==> src/prws_pkg.sv <==
// Package for the read window scheduler: sizes, codes, state enums and the
// command/status structs between controller and datapath. No dependencies.
package prws_pkg;

  localparam int SLOTS       = 8;
  localparam int RETRY_DEPTH = 8;
  localparam int CHUNK_BYTES = 256;

  localparam int SLOT_W  = $clog2(SLOTS);
  localparam int RSTK_W  = $clog2(RETRY_DEPTH);
  localparam int RCNT_W  = $clog2(RETRY_DEPTH + 1);
  localparam int CFG_IDX_W  = 3;
  localparam int CFG_DATA_W = 16;

  localparam logic [8:0] CHUNK_LEN = 9'(CHUNK_BYTES);
  localparam logic [3:0] MAX_DEPTH = 4'(SLOTS);

  // register indexes
  localparam logic [CFG_IDX_W-1:0] REG_NODE_ID      = 3'd0;
  localparam logic [CFG_IDX_W-1:0] REG_READ_TIMEOUT = 3'd1;
  localparam logic [CFG_IDX_W-1:0] REG_QUIET        = 3'd2;
  localparam logic [CFG_IDX_W-1:0] REG_MAX_TIMEOUTS = 3'd3;
  localparam logic [CFG_IDX_W-1:0] REG_START_DEPTH  = 3'd4;
  localparam logic [CFG_IDX_W-1:0] REG_GROW_AFTER   = 3'd5;

  localparam logic [15:0] RESET_READ_TIMEOUT = 16'd400;
  localparam logic [15:0] RESET_QUIET        = 16'd300;
  localparam logic [7:0]  RESET_MAX_TIMEOUTS = 8'd40;
  localparam logic [3:0]  RESET_START_DEPTH  = 4'd2;
  localparam logic [7:0]  RESET_GROW_AFTER   = 8'd16;
  localparam logic [3:0]  RESET_DEPTH        = 4'd2;

  // event types
  localparam logic [1:0] REQ_START = 2'd0;
  localparam logic [1:0] REQ_STOP  = 2'd1;
  localparam logic [1:0] REQ_TICK  = 2'd2;
  localparam logic [1:0] REQ_REPLY = 2'd3;

  // result kinds
  localparam logic [2:0] KIND_READ    = 3'd0;
  localparam logic [2:0] KIND_WRITE   = 3'd1;
  localparam logic [2:0] KIND_DONE    = 3'd2;
  localparam logic [2:0] KIND_FAILED  = 3'd3;
  localparam logic [2:0] KIND_REFUSED = 3'd4;

  typedef enum logic [1:0] {
    MODE_IDLE, MODE_RUN, MODE_DONE, MODE_FAIL
  } mode_t;

  typedef enum logic [3:0] {
    S_IDLE, S_DISPATCH, S_SCAN, S_FILL_INIT, S_FILL, S_DONE_CHK,
    S_REPLY_B, S_FLUSH
  } ctrl_state_t;

  typedef enum logic [3:0] {
    OP_NONE, OP_LOAD, OP_START, OP_REFUSE, OP_FAIL, OP_SCAN, OP_FILL_INIT,
    OP_FILL, OP_DONE_CHK, OP_REPLY_A, OP_REPLY_B, OP_FLUSH
  } dp_op_t;

  typedef struct packed {
    logic [1:0]  req_type;
    logic [31:0] now_ms;
    logic [2:0]  reply_slot;
    logic        rsp_error;
    logic [8:0]  rsp_len;
    logic [3:0]  tx_room;
  } in_word_t;

  typedef struct packed {
    logic [2:0]  kind;
    logic [2:0]  slot;
    logic [31:0] offset;
    logic [8:0]  len;
    logic [31:0] total;
  } res_t;

  typedef struct packed {
    dp_op_t op;
  } cmd_t;

  typedef struct packed {
    logic [1:0] req_type;
    logic       run;
    logic       target_zero;
    logic       reply_hit;
    logic       rsp_error;
    logic       go;
    logic       scan_fail;
    logic       idx_last;
    logic       fill_stop;
    logic       quiet;
  } status_t;

endpackage

==> src/prws_if.sv <==
// Valid/ready channel interfaces for event words in and result words out.
// Depends on nothing.
interface prws_in_if;
  logic        valid;
  logic        ready;
  logic [1:0]  req_type;
  logic [31:0] now_ms;
  logic [2:0]  reply_slot;
  logic        rsp_error;
  logic [8:0]  rsp_len;
  logic [3:0]  tx_room;

  modport source (output valid, req_type, now_ms, reply_slot, rsp_error, rsp_len,
                  tx_room, input ready);
  modport sink (input valid, req_type, now_ms, reply_slot, rsp_error, rsp_len,
                tx_room, output ready);
endinterface

interface prws_out_if;
  logic        valid;
  logic        ready;
  logic [2:0]  out_kind;
  logic [2:0]  out_slot;
  logic [31:0] out_offset;
  logic [8:0]  out_len;
  logic [31:0] total_bytes;
  logic        last;

  modport source (output valid, out_kind, out_slot, out_offset, out_len,
                  total_bytes, last, input ready);
  modport sink (input valid, out_kind, out_slot, out_offset, out_len,
                total_bytes, last, output ready);
endinterface

==> src/prws_ctrl.sv <==
// Read window scheduler sequencer: walks one event word through dispatch,
// slot scan, window fill, done check, reply and flush. Uses prws_pkg.
module prws_ctrl import prws_pkg::*; (
  input  logic    clk,
  input  logic    rst,
  input  logic    in_valid,
  output logic    in_ready,
  input  status_t status,
  output cmd_t    cmd
);

  ctrl_state_t state, state_next;

  always_ff @(posedge clk) begin
    if (rst) begin
      state <= S_IDLE;
    end else begin
      state <= state_next;
    end
  end

  always_comb begin
    state_next = state;
    cmd.op     = OP_NONE;
    in_ready   = 1'b0;
    case (state)
      S_IDLE: begin
        in_ready = 1'b1;
        if (in_valid) begin
          cmd.op     = OP_LOAD;
          state_next = S_DISPATCH;
        end
      end
      S_DISPATCH: begin
        if (status.go) begin
          case (status.req_type)
            REQ_START: begin
              if (status.run || status.target_zero) begin
                cmd.op     = OP_REFUSE;
                state_next = S_FLUSH;
              end else begin
                cmd.op     = OP_START;
                state_next = S_FILL_INIT;
              end
            end
            REQ_STOP: begin
              if (status.run) cmd.op = OP_FAIL;
              state_next = S_FLUSH;
            end
            REQ_TICK: begin
              state_next = status.run ? S_SCAN : S_FLUSH;
            end
            default: begin
              if (status.run && status.reply_hit) begin
                if (status.rsp_error) begin
                  cmd.op     = OP_FAIL;
                  state_next = S_FLUSH;
                end else begin
                  cmd.op     = OP_REPLY_A;
                  state_next = S_REPLY_B;
                end
              end else begin
                state_next = S_FLUSH;
              end
            end
          endcase
        end
      end
      S_SCAN: begin
        if (status.go) begin
          cmd.op = OP_SCAN;
          if (status.scan_fail) state_next = S_FLUSH;
          else if (status.idx_last) state_next = S_FILL_INIT;
        end
      end
      S_FILL_INIT: begin
        cmd.op = OP_FILL_INIT;
        if (status.quiet) begin
          state_next = (status.req_type == REQ_TICK) ? S_DONE_CHK : S_FLUSH;
        end else begin
          state_next = S_FILL;
        end
      end
      S_FILL: begin
        if (status.go) begin
          cmd.op = OP_FILL;
          if (status.fill_stop || status.idx_last) begin
            state_next = (status.req_type == REQ_TICK) ? S_DONE_CHK : S_FLUSH;
          end
        end
      end
      S_DONE_CHK: begin
        if (status.go) begin
          cmd.op     = OP_DONE_CHK;
          state_next = S_FLUSH;
        end
      end
      S_REPLY_B: begin
        cmd.op     = OP_REPLY_B;
        state_next = S_FLUSH;
      end
      S_FLUSH: begin
        if (status.go) begin
          cmd.op     = OP_FLUSH;
          state_next = S_IDLE;
        end
      end
      default: state_next = S_IDLE;
    endcase
  end

endmodule

==> src/prws_dp.sv <==
// Datapath of the read window scheduler: registers, slot table, retry stack,
// window arithmetic and the two-deep result buffer. Uses prws_pkg, prws_out_if.
module prws_dp import prws_pkg::*; (
  input  logic                  clk,
  input  logic                  rst,
  input  logic                  cfg_wr_en,
  input  logic [CFG_IDX_W-1:0]  cfg_index,
  input  logic [CFG_DATA_W-1:0] cfg_data,
  input  in_word_t              in_word,
  input  cmd_t                  cmd,
  output status_t               status,
  prws_out_if.source            out_ch
);

  logic [6:0]  node_id;
  logic [15:0] read_timeout;
  logic [15:0] quiet_ms;
  logic [7:0]  max_timeouts;
  logic [3:0]  start_depth;
  logic [7:0]  grow_after;

  in_word_t    lat;
  mode_t       mode;
  logic [SLOTS-1:0] busy;
  logic [31:0] soff   [SLOTS];
  logic [31:0] stime  [SLOTS];
  logic [31:0] rstack [RETRY_DEPTH];
  logic [RCNT_W-1:0] rcount;
  logic [31:0] nro, endo, quiet_until, byte_total;
  logic        ek;
  logic [3:0]  depth;
  logic [15:0] good_run;
  logic [7:0]  tcount;
  logic [SLOT_W-1:0] idx;
  logic [3:0]  inflight;
  logic [3:0]  room;
  logic [8:0]  lsat;

  res_t pend, outr;
  logic pend_valid, out_valid, out_last;

  // combinational
  logic [SLOT_W-1:0] ra;
  logic [31:0] off_r, age, top_off, fill_off, end_c;
  logic        timed_out, past_end, tc_ovf, has_retry, can_new, avail;
  logic        fill_stop, fill_issue, scan_fail, done_ok, go;
  logic [8:0]  tc_inc, lsat_c;
  logic [RCNT_W-1:0] rc_m1;
  logic [11:0] thr;
  logic [15:0] gr1;
  logic [3:0]  sd_clamp;
  logic        emit_en;
  res_t        emit_rec;

  assign ra        = (cmd.op == OP_REPLY_A || cmd.op == OP_REPLY_B) ?
                     lat.reply_slot : idx;
  assign off_r     = soff[ra];
  assign age       = lat.now_ms - stime[idx];
  assign timed_out = age > {16'd0, read_timeout};
  assign past_end  = ek && (off_r >= endo);
  assign tc_inc    = {1'b0, tcount} + 9'd1;
  assign tc_ovf    = tc_inc > {1'b0, max_timeouts};
  assign scan_fail = busy[idx] && !past_end && timed_out && tc_ovf;

  assign rc_m1     = rcount - RCNT_W'(1);
  assign top_off   = rstack[rc_m1[RSTK_W-1:0]];
  assign has_retry = rcount != '0;
  assign can_new   = !ek || (nro < endo);
  assign avail     = has_retry || can_new;
  assign fill_off  = has_retry ? top_off : nro;
  assign fill_stop = (inflight >= depth) || (!busy[idx] && avail && room == 4'd0);
  assign fill_issue = !fill_stop && !busy[idx] && avail;

  assign lsat_c = (lat.rsp_len > CHUNK_LEN) ? CHUNK_LEN : lat.rsp_len;
  assign thr    = {8'd0, depth} * {4'd0, grow_after};
  assign gr1    = good_run + 16'd1;
  assign end_c  = off_r + {23'd0, lsat};

  assign done_ok = ek && !(|busy) && rcount == '0 && nro >= endo;

  assign sd_clamp = (start_depth == 4'd0) ? 4'd1 :
                    (start_depth > MAX_DEPTH) ? MAX_DEPTH : start_depth;

  // a new result may be taken when the pending one can move to the output
  assign go = !pend_valid || !out_valid || out_ch.ready;

  always_comb begin
    emit_en  = 1'b0;
    emit_rec = '{kind: KIND_FAILED, slot: 3'd0, offset: 32'd0, len: 9'd0,
                 total: byte_total};
    case (cmd.op)
      OP_REFUSE: begin
        emit_en       = 1'b1;
        emit_rec.kind = KIND_REFUSED;
      end
      OP_FAIL:   emit_en = 1'b1;
      OP_SCAN:   emit_en = scan_fail;
      OP_FILL: begin
        emit_en         = fill_issue;
        emit_rec.kind   = KIND_READ;
        emit_rec.slot   = 3'(idx);
        emit_rec.offset = fill_off;
      end
      OP_DONE_CHK: begin
        emit_en        = done_ok;
        emit_rec.kind  = KIND_DONE;
        emit_rec.total = endo;
      end
      OP_REPLY_A: begin
        emit_en         = lsat_c != 9'd0;
        emit_rec.kind   = KIND_WRITE;
        emit_rec.slot   = lat.reply_slot;
        emit_rec.offset = off_r;
        emit_rec.len    = lsat_c;
        emit_rec.total  = byte_total + {23'd0, lsat_c};
      end
      default: emit_en = 1'b0;
    endcase
  end

  always_comb begin
    status.req_type    = lat.req_type;
    status.run         = mode == MODE_RUN;
    status.target_zero = node_id == 7'd0;
    status.reply_hit   = busy[lat.reply_slot];
    status.rsp_error   = lat.rsp_error;
    status.go          = go;
    status.scan_fail   = scan_fail;
    status.idx_last    = idx == SLOT_W'(SLOTS - 1);
    status.fill_stop   = fill_stop;
    status.quiet       = lat.now_ms < quiet_until;
  end

  // config registers
  always_ff @(posedge clk) begin
    if (rst) begin
      node_id      <= 7'd0;
      read_timeout <= RESET_READ_TIMEOUT;
      quiet_ms     <= RESET_QUIET;
      max_timeouts <= RESET_MAX_TIMEOUTS;
      start_depth  <= RESET_START_DEPTH;
      grow_after   <= RESET_GROW_AFTER;
    end else if (cfg_wr_en) begin
      case (cfg_index)
        REG_NODE_ID:      node_id      <= cfg_data[6:0];
        REG_READ_TIMEOUT: read_timeout <= cfg_data;
        REG_QUIET:        quiet_ms     <= cfg_data;
        REG_MAX_TIMEOUTS: max_timeouts <= cfg_data[7:0];
        REG_START_DEPTH:  start_depth  <= cfg_data[3:0];
        REG_GROW_AFTER:   grow_after   <= cfg_data[7:0];
        default: ;
      endcase
    end
  end

  // tables and latched word: no reset
  always_ff @(posedge clk) begin
    if (cmd.op == OP_LOAD) lat <= in_word;
    if (cmd.op == OP_REPLY_A) lsat <= lsat_c;
    if (cmd.op == OP_FILL_INIT) begin
      inflight <= 4'($countones(busy));
      room     <= lat.tx_room;
    end
    if (cmd.op == OP_FILL && fill_issue) begin
      soff[idx]  <= fill_off;
      stime[idx] <= lat.now_ms;
      room       <= room - 4'd1;
      inflight   <= inflight + 4'd1;
    end
    if (cmd.op == OP_SCAN && busy[idx] && !past_end && timed_out && !tc_ovf &&
        rcount < RCNT_W'(RETRY_DEPTH)) begin
      rstack[rcount[RSTK_W-1:0]] <= off_r;
    end
  end

  // transfer state
  always_ff @(posedge clk) begin
    if (rst) begin
      mode        <= MODE_IDLE;
      busy        <= '0;
      rcount      <= '0;
      nro         <= 32'd0;
      endo        <= 32'd0;
      ek          <= 1'b0;
      depth       <= RESET_DEPTH;
      good_run    <= 16'd0;
      tcount      <= 8'd0;
      quiet_until <= 32'd0;
      byte_total  <= 32'd0;
      idx         <= '0;
    end else begin
      case (cmd.op)
        OP_LOAD, OP_FILL_INIT: idx <= '0;
        OP_START: begin
          byte_total  <= 32'd0;
          rcount      <= '0;
          quiet_until <= 32'd0;
          tcount      <= 8'd0;
          depth       <= sd_clamp;
          good_run    <= 16'd0;
          nro         <= 32'd0;
          endo        <= 32'd0;
          ek          <= 1'b0;
          busy        <= '0;
          mode        <= MODE_RUN;
        end
        OP_FAIL: begin
          busy <= '0;
          mode <= MODE_FAIL;
        end
        OP_SCAN: begin
          idx <= idx + SLOT_W'(1);
          if (busy[idx]) begin
            if (past_end) begin
              busy[idx] <= 1'b0;
            end else if (timed_out) begin
              if (tc_ovf) begin
                busy <= '0;
                mode <= MODE_FAIL;
              end else begin
                busy[idx]   <= 1'b0;
                tcount      <= tc_inc[7:0];
                depth       <= (depth > 4'd1) ? (depth >> 1) : 4'd1;
                good_run    <= 16'd0;
                quiet_until <= lat.now_ms + {16'd0, quiet_ms};
                if (rcount < RCNT_W'(RETRY_DEPTH)) rcount <= rcount + RCNT_W'(1);
              end
            end
          end
        end
        OP_FILL: begin
          idx <= idx + SLOT_W'(1);
          if (fill_issue) begin
            busy[idx] <= 1'b1;
            if (has_retry) rcount <= rc_m1;
            else nro <= nro + 32'(CHUNK_BYTES);
          end
        end
        OP_DONE_CHK: begin
          if (done_ok) begin
            byte_total <= endo;
            mode       <= MODE_DONE;
          end
        end
        OP_REPLY_A: begin
          busy[lat.reply_slot] <= 1'b0;
          byte_total <= byte_total + {23'd0, lsat_c};
        end
        OP_REPLY_B: begin
          if ({12'd0, gr1} >= {16'd0, thr}) begin
            good_run <= 16'd0;
            if (depth < MAX_DEPTH) depth <= depth + 4'd1;
          end else begin
            good_run <= gr1;
          end
          if (lsat < CHUNK_LEN && (!ek || end_c < endo)) begin
            endo <= end_c;
            ek   <= 1'b1;
          end
        end
        default: ;
      endcase
    end
  end

  // result buffer: pend holds the newest result until it is known whether it
  // closes the event
  always_ff @(posedge clk) begin
    if (rst) begin
      pend_valid <= 1'b0;
      out_valid  <= 1'b0;
    end else begin
      if (emit_en) begin
        pend_valid <= 1'b1;
        if (pend_valid) out_valid <= 1'b1;
        else if (out_ch.ready) out_valid <= 1'b0;
      end else if (cmd.op == OP_FLUSH && pend_valid) begin
        pend_valid <= 1'b0;
        out_valid  <= 1'b1;
      end else if (out_ch.ready) begin
        out_valid <= 1'b0;
      end
    end
  end

  always_ff @(posedge clk) begin
    if (emit_en) begin
      pend <= emit_rec;
      if (pend_valid) begin
        outr     <= pend;
        out_last <= 1'b0;
      end
    end else if (cmd.op == OP_FLUSH && pend_valid) begin
      outr     <= pend;
      out_last <= 1'b1;
    end
  end

  assign out_ch.valid       = out_valid;
  assign out_ch.out_kind    = outr.kind;
  assign out_ch.out_slot    = outr.slot;
  assign out_ch.out_offset  = outr.offset;
  assign out_ch.out_len     = outr.len;
  assign out_ch.total_bytes = outr.total;
  assign out_ch.last        = out_last;

endmodule

==> src/pipelined_read_window_scheduler_unit.sv <==
// Top level of the pipelined read window scheduler: controller plus datapath.
// Uses prws_pkg, prws_if, prws_ctrl, prws_dp.
//
//   channel   dir  handshake      payload
//   in_ch     in   valid/ready    req_type now_ms reply_slot rsp_error rsp_len tx_room
//   out_ch    out  valid/ready    out_kind out_slot out_offset out_len total_bytes last
//   cfg       in   cfg_wr_en      cfg_index cfg_data (no read-back)
//
// One event word at a time. A reply passes dispatch, reply update and flush; a
// start passes dispatch, window fill and flush; a running tick adds a slot scan
// before the fill and a done check after it. The eight-slot scan and fill walk one
// slot per cycle unless stalled, the fill ends early once window or room is used up.
// Output stalls hold the sequencer at each scan and fill step and at the next
// result; one result may wait at the output while the next event is taken.
// Synchronous active-high reset; no clearing pass.
module pipelined_read_window_scheduler_unit import prws_pkg::*; (
  input  logic                  clk,
  input  logic                  rst,
  input  logic                  cfg_wr_en,
  input  logic [CFG_IDX_W-1:0]  cfg_index,
  input  logic [CFG_DATA_W-1:0] cfg_data,
  prws_in_if.sink               in_ch,
  prws_out_if.source            out_ch
);

  cmd_t     cmd;
  status_t  status;
  in_word_t in_word;
  logic     in_ready;

  assign in_word = '{req_type: in_ch.req_type, now_ms: in_ch.now_ms,
                     reply_slot: in_ch.reply_slot, rsp_error: in_ch.rsp_error,
                     rsp_len: in_ch.rsp_len, tx_room: in_ch.tx_room};
  assign in_ch.ready = in_ready;

  prws_ctrl u_ctrl (
    .clk      (clk),
    .rst      (rst),
    .in_valid (in_ch.valid),
    .in_ready (in_ready),
    .status   (status),
    .cmd      (cmd)
  );

  prws_dp u_dp (
    .clk       (clk),
    .rst       (rst),
    .cfg_wr_en (cfg_wr_en),
    .cfg_index (cfg_index),
    .cfg_data  (cfg_data),
    .in_word   (in_word),
    .cmd       (cmd),
    .status    (status),
    .out_ch    (out_ch)
  );

endmodule
==> src/flat_wrapper.sv <==
// flat-port wrapper written by rule: the top's interface ports become plain ports
module pipelined_read_window_scheduler_unit_flat import prws_pkg::*;
  (clk, rst, cfg_wr_en, cfg_index, cfg_data, in_ch_valid, in_ch_req_type, in_ch_now_ms, in_ch_reply_slot, in_ch_rsp_error, in_ch_rsp_len, in_ch_tx_room, in_ch_ready, out_ch_valid, out_ch_out_kind, out_ch_out_slot, out_ch_out_offset, out_ch_out_len, out_ch_total_bytes, out_ch_last, out_ch_ready);
  prws_in_if in_ch_i ();
  prws_out_if out_ch_i ();
  input  logic clk;
  input  logic rst;
  input  logic cfg_wr_en;
  input  logic [CFG_IDX_W-1:0] cfg_index;
  input  logic [CFG_DATA_W-1:0] cfg_data;
  input wire logic [$bits(in_ch_i.valid)-1:0] in_ch_valid;
  input wire logic [$bits(in_ch_i.req_type)-1:0] in_ch_req_type;
  input wire logic [$bits(in_ch_i.now_ms)-1:0] in_ch_now_ms;
  input wire logic [$bits(in_ch_i.reply_slot)-1:0] in_ch_reply_slot;
  input wire logic [$bits(in_ch_i.rsp_error)-1:0] in_ch_rsp_error;
  input wire logic [$bits(in_ch_i.rsp_len)-1:0] in_ch_rsp_len;
  input wire logic [$bits(in_ch_i.tx_room)-1:0] in_ch_tx_room;
  output wire logic [$bits(in_ch_i.ready)-1:0] in_ch_ready;
  output wire logic [$bits(out_ch_i.valid)-1:0] out_ch_valid;
  output wire logic [$bits(out_ch_i.out_kind)-1:0] out_ch_out_kind;
  output wire logic [$bits(out_ch_i.out_slot)-1:0] out_ch_out_slot;
  output wire logic [$bits(out_ch_i.out_offset)-1:0] out_ch_out_offset;
  output wire logic [$bits(out_ch_i.out_len)-1:0] out_ch_out_len;
  output wire logic [$bits(out_ch_i.total_bytes)-1:0] out_ch_total_bytes;
  output wire logic [$bits(out_ch_i.last)-1:0] out_ch_last;
  input wire logic [$bits(out_ch_i.ready)-1:0] out_ch_ready;
  assign in_ch_i.valid = in_ch_valid;
  assign in_ch_i.req_type = in_ch_req_type;
  assign in_ch_i.now_ms = in_ch_now_ms;
  assign in_ch_i.reply_slot = in_ch_reply_slot;
  assign in_ch_i.rsp_error = in_ch_rsp_error;
  assign in_ch_i.rsp_len = in_ch_rsp_len;
  assign in_ch_i.tx_room = in_ch_tx_room;
  assign in_ch_ready = in_ch_i.ready;
  assign out_ch_valid = out_ch_i.valid;
  assign out_ch_out_kind = out_ch_i.out_kind;
  assign out_ch_out_slot = out_ch_i.out_slot;
  assign out_ch_out_offset = out_ch_i.out_offset;
  assign out_ch_out_len = out_ch_i.out_len;
  assign out_ch_total_bytes = out_ch_i.total_bytes;
  assign out_ch_last = out_ch_i.last;
  assign out_ch_i.ready = out_ch_ready;
  pipelined_read_window_scheduler_unit u_core (.clk(clk), .rst(rst), .cfg_wr_en(cfg_wr_en), .cfg_index(cfg_index), .cfg_data(cfg_data), .in_ch(in_ch_i), .out_ch(out_ch_i));
endmodule
==> config.mk <==
export PLATFORM = sky130hd
export DESIGN_NAME = pipelined_read_window_scheduler_unit_flat
export DESIGN_NICKNAME = d
export VERILOG_FILES = /design/src/prws_pkg.sv /design/src/prws_if.sv /design/src/prws_ctrl.sv /design/src/prws_dp.sv /design/src/pipelined_read_window_scheduler_unit.sv /design/src/flat_wrapper.sv
export SDC_FILE = /design/constraint.sdc
export NUM_CORES = 2
export LEC_CHECK = 0
export ABC_CLOCK_PERIOD_IN_PS = 9350
export BUFFER_PORTS_ARGS = -buffer_cell sky130_fd_sc_hd__buf_2
export CAP_MARGIN = 20
export CORE_MARGIN = 2
export CORE_UTILIZATION = 57
export DETAILED_ROUTE_END_ITERATION = 12
export GPL_ROUTABILITY_DRIVEN = 0
export PLACE_DENSITY_LB_ADDON = 0.15
export SETUP_SLACK_MARGIN = 0.05
export SKIP_CTS_REPAIR_TIMING = 1
export SYNTH_ARGS = -nofsm -noshare
export SYNTH_HDL_FRONTEND = slang
export SYNTH_SLANG_ARGS = --single-unit
==> constraint.sdc <==
create_clock -name clk -period 9.35 [get_ports clk]
set_clock_uncertainty 0.05 [all_clocks]
set_input_delay 0 -clock clk [delete_from_list [all_inputs] [get_ports clk]]
set_output_delay 0 -clock clk [all_outputs]
set_load 0.05 [all_outputs]
==> impl_metrics.prom <==
# TYPE chip_impl_metric gauge
chip_impl_info{name="layout.cells.most_common_list",value="edfxtp_1 (995), nand2_1 (508), a21oi_1 (310)"} 1
chip_impl_metric{name="core-area",unit="µm²"} 102000
chip_impl_info{name="critPathKind",value="reg2reg"} 1
chip_impl_metric{name="finalWorstPathRequiredPeriod",unit="ns"} 9.16
chip_impl_metric{name="fin_total_pwr",unit="mW"} 17.1
chip_impl_metric{name="placementRows",unit=""} 117
chip_impl_metric{name="finalInstanceArea",unit="µm²"} 66900
chip_impl_metric{name="final_cell_count_no_fill",unit=""} 6455
chip_impl_metric{name="synth_fp_nets",unit=""} 5040
chip_impl_info{name="r2r-end",value="u_core.u_dp.pend[28]$_DFFE_PP_"} 1
chip_impl_metric{name="power.ir.vdd_worst",unit="µV"} 188
chip_impl_info{name="min-delay-path-class",value="in2reg"} 1
chip_impl_metric{name="drc",unit=""} 0
chip_impl_info{name="synth_area_leaders",value="edfxtp_1 (51%), dfxtp_1 (7.9%), ha_1 (5.4%)"} 1
chip_impl_info{name="timing.critical_path.from_type",value="flip-flop"} 1
chip_impl_metric{name="wire_per_inst",unit="µm"} 24.1
chip_impl_metric{name="power_per_cell_area",unit="nW/µm²"} 256
chip_impl_metric{name="synth_cell_types",unit=""} 108
chip_impl_metric{name="cts.reportedPaths.clkPinSlew",unit="ns"} 0.06
chip_impl_metric{name="areaGrowthSynthToFinish",unit="%"} 13.7
chip_impl_metric{name="synth_cells",unit=""} 4689
chip_impl_metric{name="number_of_hold_violations_in_the_final_report",unit=""} 0
chip_impl_metric{name="synth.top_cell.area_share",unit="%"} 50.8
chip_impl_metric{name="required",unit="ns"} 9.69
chip_impl_metric{name="avgViaCountPerCell",unit=""} 6.19
chip_impl_metric{name="critical_path_peak_fanout",unit=""} 47
chip_impl_info{name="synth_area_leader_cell",value="edfxtp_1"} 1
chip_impl_metric{name="final_antenna_net_count",unit=""} 0
chip_impl_metric{name="reg2reg_depth",unit=""} 20
chip_impl_metric{name="hold-worst-slack",unit="ns"} 0.0244
chip_impl_metric{name="ys_seq_elements",unit=""} 1228
chip_impl_metric{name="pin_count_of_the_biggest_net_entering_global_routing",unit=""} 84
chip_impl_info{name="grt_setup_unrepaired",value="no"} 1
chip_impl_info{name="endpoint_kind",value="flip-flop"} 1
chip_impl_metric{name="regToRegSetupSlack",unit="ns"} 0.19
chip_impl_metric{name="clk_latency",unit="ns"} 0.73
chip_impl_info{name="synth_top_flop_cell",value="edfxtp_1"} 1
chip_impl_metric{name="fin_setup_tns",unit="ns"} 0
chip_impl_metric{name="grt_overflow",unit=""} 0
chip_impl_metric{name="finalNetCount",unit=""} 5326
chip_impl_info{name="critPathCapture",value="u_core.u_dp.pend[28]$_DFFE_PP_"} 1
chip_impl_info{name="clockRootBuffer",value="clkbuf_16"} 1
chip_impl_metric{name="detailroute.via_count",unit=""} 39959
chip_impl_metric{name="max_freq",unit="MHz"} 109
chip_impl_metric{name="postSynthAreaPerCell",unit="µm²"} 12.5
chip_impl_metric{name="cts_buffer_depth",unit=""} 3
chip_impl_info{name="worst_r2r_startpoint",value="u_core.u_dp.lat[14]$_DFFE_PP_"} 1
chip_impl_metric{name="synth-warning-count",unit=""} 0
chip_impl_metric{name="fin_crit_sh",unit="%"} 97.9
chip_impl_metric{name="synth_sequential_area_ratio",unit="%"} 58.7
chip_impl_metric{name="via_count_of_the_first_global_routing_pass",unit=""} 37717
chip_impl_metric{name="first_pass_grt_wire_length",unit="µm"} 231000
chip_impl_metric{name="number_of_flops_mapped_to_enable_cells_by_yosys",unit=""} 995
chip_impl_metric{name="maxSlewViolCount",unit=""} 0
chip_impl_metric{name="top_level_ports",unit=""} 157
chip_impl_info{name="mostFrequentLayoutCell",value="edfxtp_1"} 1
chip_impl_metric{name="placed_cell_area",unit="µm²"} 61400
chip_impl_metric{name="grt_usage",unit="%"} 28.6
chip_impl_metric{name="timing.max_cap.violations",unit=""} 0
chip_impl_metric{name="total_leakage_power",unit="nW"} 23.8
chip_impl_metric{name="die_w",unit="µm"} 325
chip_impl_metric{name="worst_path_arrival_time",unit="ns"} 9.50
chip_impl_metric{name="placement.io_buffers",unit=""} 156
chip_impl_metric{name="initial_core_util",unit="%"} 57.7
chip_impl_metric{name="antenna_found_initial",unit=""} 7
chip_impl_metric{name="dr.pass1.iters",unit=""} 5
chip_impl_metric{name="die_y",unit="µm"} 325
chip_impl_metric{name="post_route_cells_drive_above_1_share",unit="%"} 14.2
chip_impl_metric{name="post-dp-hpwl",unit="µm"} 98600
chip_impl_metric{name="drt-total-wl",unit="µm"} 155000
chip_impl_info{name="status",value="complete, no violations"} 1
chip_impl_metric{name="async_reset_ff_share",unit="%"} 0
chip_impl_metric{name="cts_made_buffers",unit=""} 121
chip_impl_metric{name="cts-htree-levels",unit=""} 3
chip_impl_info{name="cts_tree",value="done"} 1
chip_impl_metric{name="synth.cell_area",unit="µm²"} 58800
chip_impl_metric{name="timing.slew.headroom",unit="%"} 16.9
chip_impl_metric{name="setup_violations",unit=""} 0
chip_impl_info{name="critPathLaunch",value="u_core.u_dp.lat[14]$_DFFE_PP_"} 1
chip_impl_metric{name="place_inst",unit=""} 6084
chip_impl_metric{name="die_area",unit="µm²"} 106000
chip_impl_metric{name="worst-slew-pin-transition",unit="ns"} 1.24
chip_impl_metric{name="detail_route.iter0.violations",unit=""} 4038
chip_impl_metric{name="clock-sinks",unit=""} 1228
## worst max-delay path: stages (launching register included)
cell and delay (ns):
edfxtp_1 0.61, buf_4 0.55, buf_4 0.60, and2_1 0.73
a22o_1 0.25, a2111oi_0 0.09, a311oi_1 0.99, nor2_1 0.29
inv_1 0.31, ha_1 0.31, a211oi_1 0.24, o21ai_0 0.13
a21o_1 0.17, a21o_1 0.17, a2111oi_0 0.88, a21boi_0 0.25
o21a_1 0.35, or4b_1 0.67, o21a_1 0.31, inv_4 0.45
buf_12 0.33
## through the flow
| stage | util [%] | setup WS (ns) |
|---|---|---|
| 6_report | 65.6 | 0.194 |
| 5_1_grt | 65.6 | 0.0896 |
| 4_1_cts | 64.2 | 0.235 |
| 3_5_place_dp | 60.2 | 0.332 |
| 3_3_place_gp | 60.2 | 0.474 |
| 2_1_floorplan | - | 0.174 |
## registers in the layout, summed over array words and instances (netlist names), 9 cells and up, named ones only
name,cells
u_core.u_dp.lsat,9
u_core.u_dp.rstack,256
u_core.u_dp.byte_total,32
u_core.u_dp.quiet_until,32
u_core.u_dp.out_ch.out_len,9
u_core.u_dp.stime,256
u_core.u_dp.soff,256
u_core.u_dp.read_timeout,16
u_core.u_dp.out_ch.total_bytes,32
u_core.u_dp.endo,32
u_core.u_dp.out_ch.out_offset,32
u_core.u_dp.quiet_ms,16
u_core.u_dp.good_run,16
u_core.u_dp.pend,79
u_core.u_dp.lat,48
u_core.u_dp.nro,24
## Yosys cell counts (9+ instances only)
master     instances
a2111oi_0          9
a211oi_1          68
a21o_1            60
a21oi_1          311
a221oi_1          18
a221oi_2          10
a22o_1            71
a22oi_1           51
a311oi_1          16
a31oi_1           17
a32o_1            14
and2_1            40
and3_1            32
and4_1             9
buf_1             29
buf_2             23
clkbuf_1         178
dfxtp_1          233
edfxtp_1         995
fa_1              20
ha_1             256
inv_1            184
mux2_2            20
mux2i_1          169
mux4_2           130
nand2_1          509
nand2b_1          43
nand3_1          159
nand4_1           37
nor2_1           243
nor2b_1           55
nor3_1            73
nor3b_1           14
nor4_1            18
o211ai_1          19
o21a_1            19
o21ai_0          174
o21bai_1          13
o221ai_1          13
o22ai_1           11
o31ai_1           13
or3_1             15
xnor2_1           65
xor2_1            74
## worst min path at each step
stage,from,to,cells past startpoint
final,in_ch_reply_slot[1],u_core.u_dp.lat[15]$_DFFE_PP_,2
after global routing,in_ch_reply_slot[1],u_core.u_dp.lat[15]$_DFFE_PP_,2
after CTS,in_ch_now_ms[11],u_core.u_dp.lat[28]$_DFFE_PP_,1
after detailed placement,in_ch_now_ms[11],u_core.u_dp.lat[28]$_DFFE_PP_,1
after global placement,in_ch_now_ms[25],u_core.u_dp.lat[42]$_DFFE_PP_,1
after floorplan,in_ch_tx_room[0],u_core.u_dp.lat[0]$_DFFE_PP_,0
## metal layers
layer  track usage (%)  part of all wire, %
met1              38.3                   41
met3              3.40                  6.2
met5                 0                    0
met2              48.5                   49
met4              9.93                  3.7
## final cells by class
class | instances | area, µm²
timing repair buffer | 406 | 3030
inverter | 184 | 693
sequential | 1228 | 34600
clock inverter | 84 | 883
fill | 7609 | 35100
tap | 1368 | 1710
antenna | 3 | 7.51
multi-input combinational | 3034 | 22800
clock buffer | 148 | 3230
## power breakdown
group	internal, mW	total, mW	switching [mW]
sequential	6.58	6.91	0.333
clock	2.88	5.02	2.13
combinational	1.90	5.18	3.29
## cells by family after synthesis
kind of cell	count (synthesis)	share of synthesized area, %
flops	1228	58.7
xor+xnor	139	2.07
fa+ha+maj	276	6.12
buf+inv	427	2.90
mux	323	8.31
compound gates	993	11.4
simple gates	1303	10.5
Note: power is estimated with default switching activity, not from simulation.
